[config.mk]
export PLATFORM = sky130hd
export DESIGN_NAME = header_length_checksum_frame_checker_core
export DESIGN_NICKNAME = d
export VERILOG_FILES = /design/src/rtl/hlcfc_pkg.sv /design/src/rtl/hlcfc_parse.sv /design/src/rtl/header_length_checksum_frame_checker_core.sv
export VERILOG_INCLUDE_DIRS = /design/src /design/src/rtl
export SDC_FILE = /design/constraint.sdc
export NUM_CORES = 1
export LEC_CHECK = 0
export BUFFER_PORTS_ARGS = -buffer_cell sky130_fd_sc_hd__buf_4
export CORE_AREA = 2 2 155 157
export CTS_CLUSTER_DIAMETER = 100
export CTS_CLUSTER_SIZE = 20
export DETAILED_ROUTE_END_ITERATION = 12
export DIE_AREA = 0 0 157 159
export RECOVER_POWER = 25
export SYNTH_ARGS = -nofsm -noshare
export SYNTH_HDL_FRONTEND = slang
export SYNTH_SLANG_ARGS = --single-unit
[constraint.sdc]
create_clock -name clk -period 3 [get_ports clk]
set_input_delay 0.15 -clock clk [delete_from_list [all_inputs] [get_ports clk]]
set_output_delay 0.15 -clock clk [all_outputs]
set_load 0.01 [all_outputs]
[src/rtl/header_length_checksum_frame_checker_core_assert.svh]
// assertion macros for the frame checker
// each macro checks on the rising edge of the clock given and is held off during reset
`ifndef HEADER_LENGTH_CHECKSUM_FRAME_CHECKER_CORE_ASSERT_SVH
`define HEADER_LENGTH_CHECKSUM_FRAME_CHECKER_CORE_ASSERT_SVH

`ifndef SYNTHESIS

// property holds at every edge outside reset
`define HLCFC_ASSERT(lbl, clk, rst, prop) \
  lbl: assert property (@(posedge clk) disable iff (rst) (prop)) \
    else $error("frame checker assertion failed");

// consequent holds in the cycle after the antecedent
`define HLCFC_ASSERT_NEXT(lbl, clk, rst, ante, cons) \
  lbl: assert property (@(posedge clk) disable iff (rst) (ante) |=> (cons)) \
    else $error("frame checker assertion failed");

`else

`define HLCFC_ASSERT(lbl, clk, rst, prop)

`define HLCFC_ASSERT_NEXT(lbl, clk, rst, ante, cons)

`endif

`endif

[src/rtl/hlcfc_pkg.sv]
`timescale 1ns / 1ps
`default_nettype none

package hlcfc_pkg;

  // header byte and smallest legal length
  localparam logic [7:0] HEADER_BYTE = 8'hFF;
  localparam logic [7:0] LEN_MIN     = 8'd2;
  // length byte plus two header bytes ahead of the summed bytes
  localparam int unsigned FRAME_OVERHEAD = 3;

  // verdict codes
  localparam logic [2:0] ST_OK      = 3'd0;
  localparam logic [2:0] ST_UNREG   = 3'd1;
  localparam logic [2:0] ST_BAD_HDR = 3'd2;
  localparam logic [2:0] ST_BAD_CHK = 3'd3;
  localparam logic [2:0] ST_BAD_LEN = 3'd4;

  // configuration register indexes
  localparam logic [1:0] CFG_IDX_LIMIT = 2'd0;
  localparam logic [1:0] CFG_IDX_MASK  = 2'd1;

  localparam int unsigned CFG_WIDTH   = 64;
  localparam int unsigned LIMIT_WIDTH = 7;

  // parser phase; idle also covers the time after a verdict
  typedef enum logic [2:0] {
    PH_IDLE,
    PH_HDR2,
    PH_LEN,
    PH_CMD,
    PH_BODY,
    PH_CHK
  } phase_t;

  // one received byte
  typedef struct packed {
    logic [7:0] data_byte;
    logic       first;
  } byte_t;

  // one verdict
  typedef struct packed {
    logic [2:0] status;
    logic [7:0] command_id;
  } verdict_t;

  // per-frame parser state
  typedef struct packed {
    phase_t     phase;
    logic [7:0] bytes_left;
    logic [7:0] running_sum;
    logic [7:0] held_command;
  } frame_state_t;

endpackage

`default_nettype wire

[src/rtl/hlcfc_parse.sv]
`timescale 1ns / 1ps
`default_nettype none

module hlcfc_parse #(
  parameter int unsigned MAX_FRAME_BYTES = 32
) (
  input  hlcfc_pkg::frame_state_t               state,
  input  hlcfc_pkg::byte_t                      item,
  input  logic [hlcfc_pkg::LIMIT_WIDTH-1:0]     cmd_limit,
  input  logic [hlcfc_pkg::CFG_WIDTH-1:0]       cmd_mask,
  output hlcfc_pkg::frame_state_t               state_next,
  output logic                                  emit,
  output hlcfc_pkg::verdict_t                   verdict
);

  // largest length byte whose checksum still lies inside the record
  localparam logic [7:0] LEN_MAX = 8'(MAX_FRAME_BYTES - hlcfc_pkg::FRAME_OVERHEAD);

  hlcfc_pkg::phase_t phase_next;
  logic              is_header;
  logic              len_bad;
  logic [7:0]        left_dec;
  logic [7:0]        sum_add;
  logic              chk_bad;
  logic              cmd_known;

  // per-byte decode
  assign is_header = (item.data_byte == hlcfc_pkg::HEADER_BYTE);
  assign len_bad   = (item.data_byte < hlcfc_pkg::LEN_MIN) || (item.data_byte > LEN_MAX);
  assign left_dec  = state.bytes_left - 8'd1;
  assign sum_add   = state.running_sum + item.data_byte;
  assign chk_bad   = (~state.running_sum != item.data_byte);
  assign cmd_known = ({1'b0, cmd_limit} > state.held_command) &&
                     (state.held_command[7:6] == 2'b00) &&
                     cmd_mask[state.held_command[5:0]];

  // next phase
  always_comb begin
    phase_next = state.phase;
    if (item.first) begin
      phase_next = is_header ? hlcfc_pkg::PH_HDR2 : hlcfc_pkg::PH_IDLE;
    end else begin
      case (state.phase)
        hlcfc_pkg::PH_HDR2: phase_next = is_header ? hlcfc_pkg::PH_LEN : hlcfc_pkg::PH_IDLE;
        hlcfc_pkg::PH_LEN:  phase_next = len_bad ? hlcfc_pkg::PH_IDLE : hlcfc_pkg::PH_CMD;
        hlcfc_pkg::PH_CMD,
        hlcfc_pkg::PH_BODY: begin
          phase_next = (left_dec == 8'd0) ? hlcfc_pkg::PH_CHK : hlcfc_pkg::PH_BODY;
        end
        hlcfc_pkg::PH_CHK:  phase_next = hlcfc_pkg::PH_IDLE;
        default:            phase_next = hlcfc_pkg::PH_IDLE;
      endcase
    end
  end

  // counters, sum, held command and verdict
  always_comb begin
    state_next         = state;
    state_next.phase   = phase_next;
    emit               = 1'b0;
    verdict.status     = hlcfc_pkg::ST_OK;
    verdict.command_id = 8'd0;
    if (item.first) begin
      state_next.bytes_left   = 8'd0;
      state_next.running_sum  = 8'd0;
      state_next.held_command = 8'd0;
      if (!is_header) begin
        emit           = 1'b1;
        verdict.status = hlcfc_pkg::ST_BAD_HDR;
      end
    end else begin
      case (state.phase)
        hlcfc_pkg::PH_HDR2: begin
          if (!is_header) begin
            emit           = 1'b1;
            verdict.status = hlcfc_pkg::ST_BAD_HDR;
          end
        end
        hlcfc_pkg::PH_LEN: begin
          if (len_bad) begin
            emit           = 1'b1;
            verdict.status = hlcfc_pkg::ST_BAD_LEN;
          end else begin
            state_next.bytes_left  = item.data_byte - 8'd1;
            state_next.running_sum = 8'd0;
          end
        end
        hlcfc_pkg::PH_CMD: begin
          state_next.held_command = item.data_byte;
          state_next.running_sum  = sum_add;
          state_next.bytes_left   = left_dec;
        end
        hlcfc_pkg::PH_BODY: begin
          state_next.running_sum = sum_add;
          state_next.bytes_left  = left_dec;
        end
        hlcfc_pkg::PH_CHK: begin
          emit               = 1'b1;
          verdict.command_id = state.held_command;
          if (chk_bad) begin
            verdict.status = hlcfc_pkg::ST_BAD_CHK;
          end else if (!cmd_known) begin
            verdict.status = hlcfc_pkg::ST_UNREG;
          end else begin
            verdict.status = hlcfc_pkg::ST_OK;
          end
        end
        default: begin
          emit = 1'b0;
        end
      endcase
    end
  end

endmodule

`default_nettype wire

[src/rtl/header_length_checksum_frame_checker_core.sv]
// Frame checker for header / length / checksum framed command records.
// Byte channel: byte_valid, byte_stall, byte_data {data_byte, first}; a transfer
// happens at a clock edge with valid high and stall low. first marks the
// opening byte of each record.
// Verdict channel: verdict_valid, verdict_stall, verdict_data {status, command_id};
// at most one verdict per record, on the byte that decides it.
// Config: cfg_write, cfg_index, cfg_value; index 0 is the command limit,
// index 1 the command enable mask. Write only while no record is in flight.
// A byte taken passes through the input register and then the verdict register.
// Throughput: one byte per cycle while the verdict register is not stalled; each byte is one
// pass of the parser step between the input register and the verdict register.
// Stall: while the verdict register is full and stalled the parser holds,
// the input register keeps its byte and byte_stall rises once it is full.
// Reset (rst, synchronous): parser goes idle, both registers empty,
// configuration cleared to zero.
`timescale 1ns / 1ps
`default_nettype none

module header_length_checksum_frame_checker_core #(
  parameter int unsigned MAX_FRAME_BYTES = 32
) (
  input  logic                               clk,
  input  logic                               rst,
  input  logic                               byte_valid,
  output logic                               byte_stall,
  input  hlcfc_pkg::byte_t                   byte_data,
  output logic                               verdict_valid,
  input  logic                               verdict_stall,
  output hlcfc_pkg::verdict_t                verdict_data,
  input  logic                               cfg_write,
  input  logic [1:0]                         cfg_index,
  input  logic [hlcfc_pkg::CFG_WIDTH-1:0]    cfg_value
);

  `include "header_length_checksum_frame_checker_core_assert.svh"

  // input register
  logic                    held_valid;
  hlcfc_pkg::byte_t        held_byte;
  // parser state and configuration
  hlcfc_pkg::frame_state_t state;
  hlcfc_pkg::frame_state_t state_next;
  logic [hlcfc_pkg::LIMIT_WIDTH-1:0] cmd_limit;
  logic [hlcfc_pkg::CFG_WIDTH-1:0]   cmd_mask;
  // step results
  logic                    emit;
  hlcfc_pkg::verdict_t     verdict;
  logic                    fire;
  logic                    byte_take;

  // handshake
  assign fire       = held_valid && !(verdict_valid && verdict_stall);
  assign byte_stall = held_valid && !fire;
  assign byte_take  = byte_valid && !byte_stall;

  // parser step
  hlcfc_parse #(
    .MAX_FRAME_BYTES(MAX_FRAME_BYTES)
  ) u_parse (
    .state      (state),
    .item       (held_byte),
    .cmd_limit  (cmd_limit),
    .cmd_mask   (cmd_mask),
    .state_next (state_next),
    .emit       (emit),
    .verdict    (verdict)
  );

  // input register
  always_ff @(posedge clk) begin
    if (rst) begin
      held_valid <= 1'b0;
    end else if (byte_take) begin
      held_valid <= 1'b1;
    end else if (fire) begin
      held_valid <= 1'b0;
    end
    if (byte_take) begin
      held_byte <= byte_data;
    end
  end

  // parser state
  always_ff @(posedge clk) begin
    if (rst) begin
      state.phase        <= hlcfc_pkg::PH_IDLE;
      state.bytes_left   <= 8'd0;
      state.running_sum  <= 8'd0;
      state.held_command <= 8'd0;
    end else if (fire) begin
      state <= state_next;
    end
  end

  // configuration registers
  always_ff @(posedge clk) begin
    if (rst) begin
      cmd_limit <= '0;
      cmd_mask  <= '0;
    end else if (cfg_write) begin
      case (cfg_index)
        hlcfc_pkg::CFG_IDX_LIMIT: cmd_limit <= cfg_value[hlcfc_pkg::LIMIT_WIDTH-1:0];
        hlcfc_pkg::CFG_IDX_MASK:  cmd_mask  <= cfg_value;
        default: begin
          cmd_limit <= cmd_limit;
        end
      endcase
    end
  end

  // verdict register
  always_ff @(posedge clk) begin
    if (rst) begin
      verdict_valid <= 1'b0;
    end else if (fire && emit) begin
      verdict_valid <= 1'b1;
    end else if (!verdict_stall) begin
      verdict_valid <= 1'b0;
    end
    if (fire && emit) begin
      verdict_data <= verdict;
    end
  end

  // checks
  `HLCFC_ASSERT(a_stall_when_blocked, clk, rst, (held_valid && verdict_valid && verdict_stall) |-> byte_stall)
  `HLCFC_ASSERT(a_status_legal, clk, rst, verdict_valid |-> (verdict_data.status <= hlcfc_pkg::ST_BAD_LEN))
  `HLCFC_ASSERT(a_no_cmd_on_early_fail, clk, rst, (verdict_valid && (verdict_data.status == hlcfc_pkg::ST_BAD_HDR || verdict_data.status == hlcfc_pkg::ST_BAD_LEN)) |-> (verdict_data.command_id == 8'd0))
  `HLCFC_ASSERT(a_chk_count_done, clk, rst, (state.phase == hlcfc_pkg::PH_CHK) |-> (state.bytes_left == 8'd0))
  `HLCFC_ASSERT_NEXT(a_first_header_opens, clk, rst, fire && held_byte.first && (held_byte.data_byte == hlcfc_pkg::HEADER_BYTE), state.phase == hlcfc_pkg::PH_HDR2)

endmodule

`default_nettype wire

* Yosys cells after proc, flatten, opt, wreduce, memory -nomap -nowiden
Index checks and enable logic that the tools add are counted. W data, S select, Z words.
Word-level totals: register bits after elaboration 120, bits of input ports 80, output and inout bits 13, word-level logic and storage cells 80
Cells by class: add/subtract/negate cells 3, $lt $le $gt $ge 4, equal/unequal tests 10, muxes and demuxes 26, bitwise logic cells 2, reduce and logical (&&, ||, !) cells 23
Operator list (number):
- $pmux W16 S2 | 1
- $mux W24 | 1
- $pmux W3 S3 | 2
- $mux W16 | 1
- $sub A8 B1 Y8 const B | 2
- $mux W1 | 11
- $mux W3 | 3
- $add A8 B8 Y8 | 1
- $eq A8 B8 Y1 const B | 1
- $gt A7 B8 Y1 | 1
- $gt A8 B5 Y1 const B | 1
- $logic_not A8 Y1 | 1
- $lt A8 B2 Y1 const B | 1
- $mux W2 | 4
- $mux W8 | 1
- $ne A8 B8 Y1 | 1
- $not A8 Y8 | 1
- $logic_and A1 B1 Y1 | 7
- $lt A6 B7 Y1 const B | 1
- $bmux W1 S6 | 1
- $eq A3 B2 Y1 const B | 2
- $eq A3 B3 Y1 const B | 2
- $reduce_and A2 Y1 | 3
- $logic_not A2 Y1 | 2
- 12 further kinds | 16

* Logic depth before layout (Yosys ltp)
depth in word-level cells 8, mapped depth 10, mapped depth without buffers 8

* Cells and area by module
Synthesis repeated with hierarchy kept, for this count alone.
Second synthesis, totals: cells, all modules 724, area, all modules 6942.9 µm²
Modules (own cells, without submodules):
- header_length_checksum_frame_checker_core | times used 1, cells an instance 452, area each 5017.3 µm², seq. area each 2602.5 µm²
- hlcfc_parse | times used 1, cells an instance 272, area each 1925.6 µm², seq. area each 0.0 µm²

* Least setup slack after synthesis
No wires, ideal clock.
path kind register -> register, start point register held_byte[2] (netlist bit), end point register verdict_data[0] (netlist bit) (enable), library setup time 384 ps, arrival 1964 ps, required time 2616 ps, path slack 653 ps, stages on the path, launching flop included 7, path buffers 0, period minus slack after synthesis 2347 ps, cell sequence edfxtp_1 inv_1 ha_1 o32a_2 a21oi_1 nand2_1 a21boi_1
Between the ends: longest elaborated chain between the ends 6, elaborated cells between the ends (all ways) 9, classes of those cells order compare: 2; eq/ne: 1; mux: 4; reduce/logical: 2
RTL lines:
- from (decl) | line header_length_checksum_frame_checker_core.sv:39 | hlcfc_pkg::byte_t held_byte;
- from (signal assigned) | line header_length_checksum_frame_checker_core.sv:79 | held_byte <= byte_data;
- $lt A8 B2 Y1 / $gt A8 B5 Y1 (equally long branches) | line hlcfc_parse.sv:29 | assign len_bad = (item.data_byte < hlcfc_pkg::LEN_MIN) || (item.data_byte > LEN_MAX);
- $logic_or A1 B1 Y1 | line hlcfc_parse.sv:29
- $mux W1 | line hlcfc_parse.sv:80 | if (len_bad) begin
- $pmux W1 S3 | line hlcfc_parse.sv:72 | case (state.phase)
- $mux W1 (*) | line hlcfc_parse.sv:63 | if (item.first) begin
- $logic_and A1 B1 Y1 (*) | line header_length_checksum_frame_checker_core.sv:120 | if (fire && emit) begin
- to (signal assigned) | line header_length_checksum_frame_checker_core.sv:121 | verdict_data <= verdict;
- to (decl) | line header_length_checksum_frame_checker_core.sv:29 | output hlcfc_pkg::verdict_t verdict_data,
Mark *: on every way between the ends. The rest lies on a longest branch, timed or not. A chain may end at the register's enable or synchronous reset.

* Worst setup path after layout
start point register held_byte[2] (netlist bit), end point register, netlist name state[16]
Between the ends: longest elaborated chain between the ends 4, elaborated cells between the ends (all ways) 5, classes of those cells order compare: 2; eq/ne: 1; reduce/logical: 2
RTL lines (line):
- $lt A8 B2 Y1 / $gt A8 B5 Y1 (equally long branches) | hlcfc_parse.sv:29
- $logic_or A1 B1 Y1 (*) | hlcfc_parse.sv:29
- $ne A3 B3 Y1 (no line) (*)
- $reduce_and A3 Y1 (no line) (*)
Marks and branches as above.

==> flow_summary.toml <==
[die]
start_util = 0.247
dieWidth_um = 157
die_area_mm2 = 0.0250
io_pins = 93
fp.dieH_um = 159
num_rows = 56
core_mm2 = 0.0232

[synth]
syn_inst = 657
syn-num-nets = 757
yosysTopAreaCell = "dfxtp_1"
avgSynthCellArea_um2 = 8.73
synth_area_leaders = "dfxtp_1, edfxtp_1, nand2_1"
yosysUniqueCellTypes = 59
ys.flop_type = "dfxtp_1"
yosysWarnings = 0
synthArstFlopShare = 0
synth-edff-count = 20
synth-seq-cells = 120
synth_top_area_frac = 0.349
synth-seq-area-share = 0.454
netlist_area_mm2 = 0.00574

[sta]
max_freq_mhz = 395
setup_ws_ns = 0.471
hold_viol_final = 0
finalMaxSlewViolations = 81
fin_crit_sh = 0.843
max_slew.worst_pin.slew_ns = 1.90
skew_ns = 0.00684
relSlewSlack = -0.270
fin_crit_ns = 2.53
rsz0062_at_grt = "no"
setup_viol = 0
tns_ns = 0

[route]
via_count = 5122
drc = 0
wl_um = 16300
viasPerCell = 4.49
wl_per_cell_um = 14.3
first_pass_iters = 4
ant_nets = 0
drtIter0Drc = 320

[outcome]
violations = "capacitance limit, slew limit"
outcome = "complete, but fails checks"

[power_and_ir_drop]
irDropWorstVdd_mv = 0.389
leakagePower_nw = 2.96
p_per_area_mw_per_mm2 = 523

[grt]
grtUsageTotal = 0.134
grt_max_degree = 65
grt_pass1_vias = 5126
grt_pass1_wl_um = 26300
grt_remaining_overflow = 0
antenna_found_initial = 0

[clock_tree]
cts_root_buf = "clkbuf_16"
cts_tree = "yes"
clk_latency_ns = 0.42
cts_max_level = 4
path_clk_slew_ns = 0.06
cts.sinks = 120
cts-resized-gates = 0
cts.path.max_buffers = 2
cts_buffers = 17

[setup_path]
critPathMaxStageDelay_ns = 0.58
start_kind = "flip-flop"
crit_path_end_kind = "flip-flop"
required_ns = 3.35
arrival_ns = 2.88
path_cells = "inv_1, ha_1, o32a_2, nand2_1, a211o_1, or4_1, a31oi_1"
critPathMaxFanout = 24
crit_type = "flip-flop to flip-flop"
critPathSlowestCell = "a211o_1"

[flow_run]
max_cap_viol_count = 2

[cells_and_area]
final_common_cell = "nand2_1"
fin_nets = 908
synthToLayoutAreaGrowth_pct = 40.6
drive_above_1_share = 0.181
most-common-layout-cells = "nand2_1, dfxtp_1, buf_4"
antenna_cells = 0

[placed_design]
dp_hpwl_um = 11100
numPortBuffers = 92
gp_congestion = 0.816
place_ws_ns = 0.514

[worst_hold_path]
hold_path.class = "input pin to flip-flop"
layer usage:
layer  GRT usage  share of wire  vias up
li1            -              -     2604
met1       0.176           0.48     2373
met2       0.215           0.47      114
met3      0.0313          0.033       31
met4      0.0505          0.022        0
met5           0              0        -
logic make-up (layout without fill, tap and decap cells):
| group | Yosys count | count (layout) | share of synthesized area |
|---|---|---|---|
| and+or+nand+nor | 265 | 265 | 0.205 |
| AOI/OAI and AO/OA | 150 | 150 | 0.162 |
| DFF | 120 | 120 | 0.454 |
| buffers and inverters | 62 | 226 | 0.0438 |
| muxes | 25 | 25 | 0.0680 |
| adders and majority gates | 20 | 20 | 0.0449 |
| xor gates and xnor gates | 15 | 15 | 0.0229 |
synth_stat cells, types with 12 or more instances:
cell type	number
inv_1	19
edfxtp_1	20
nor3_1	12
nor2_1	49
clkbuf_1	32
a21oi_1	88
nand2_1	148
dfxtp_1	100
a22oi_1	15
ha_1	19
mux2i_1	12
final timing paths:
path	start	to	slack [ns]	depth (start not counted)
setup / recovery	held_byte[2]	state[16]	0.47	7
hold / removal	cfg_value[22]	cmd_mask[22]	0.007	3
setup reg to reg	held_byte[2]	state[16]	0.47	7
hold reg to reg	cmd_mask[59]	cmd_mask[59]	0.45	2
worst max-delay path, delay by kind of cell, from the launching register on:
family                   cells  cell delay [ns]
AO/OA/AOI/OAI                3             0.93
AND/OR/NAND/NOR              2             0.61
flip-flops                   1             0.50
adder cells (fa/ha/maj)      1             0.25
buffers and inverters        1             0.17
state kept, by name, indices dropped and copies added (netlist names):
register       cells
cmd_mask          64
state             27
verdict_data      11
held_byte          9
cmd_limit          7
held_valid         1
verdict_valid      1
power by group:
group	leakage, nW	switching, mW	internal [mW]	total [mW]
combinational	1.65	0.166	0.204	0.369
clock	0.312	0.726	1.40	2.12
sequential	0.997	0.0398	1.69	1.73
stage by stage:
stage	cells	hold slack (ns)	area, µm²	utilization	power (mW)
2_1_floorplan	657	0.249	5740	-	1.91
5_1_grt	1140	0.00251	8070	0.348	4.37
3_3_place_gp	1037	0.331	6740	0.291	2.05
4_1_cts	1140	0.00293	8080	0.348	4.26
6_report	1140	0.00735	8070	0.348	4.22
3_5_place_dp	1037	0.333	6740	0.291	2.05
repair_timing:
action                                 4_1_cts  5_1_grt
hold buffers                                71        0
endpoints found under the hold margin       78        0
setup buffers                                0        0
area by class of cell:
class                      count  area (µm²)
multi-input combinational    475        2880
fill                        2375       15100
clock buffer                  28         581
timing repair buffer         175        1480
sequential                   120        2600
tap                          319         399
clock inverter                 4        48.8
inverter                      19        71.3
No activity file was read; power rests on OpenSTA's default activity.
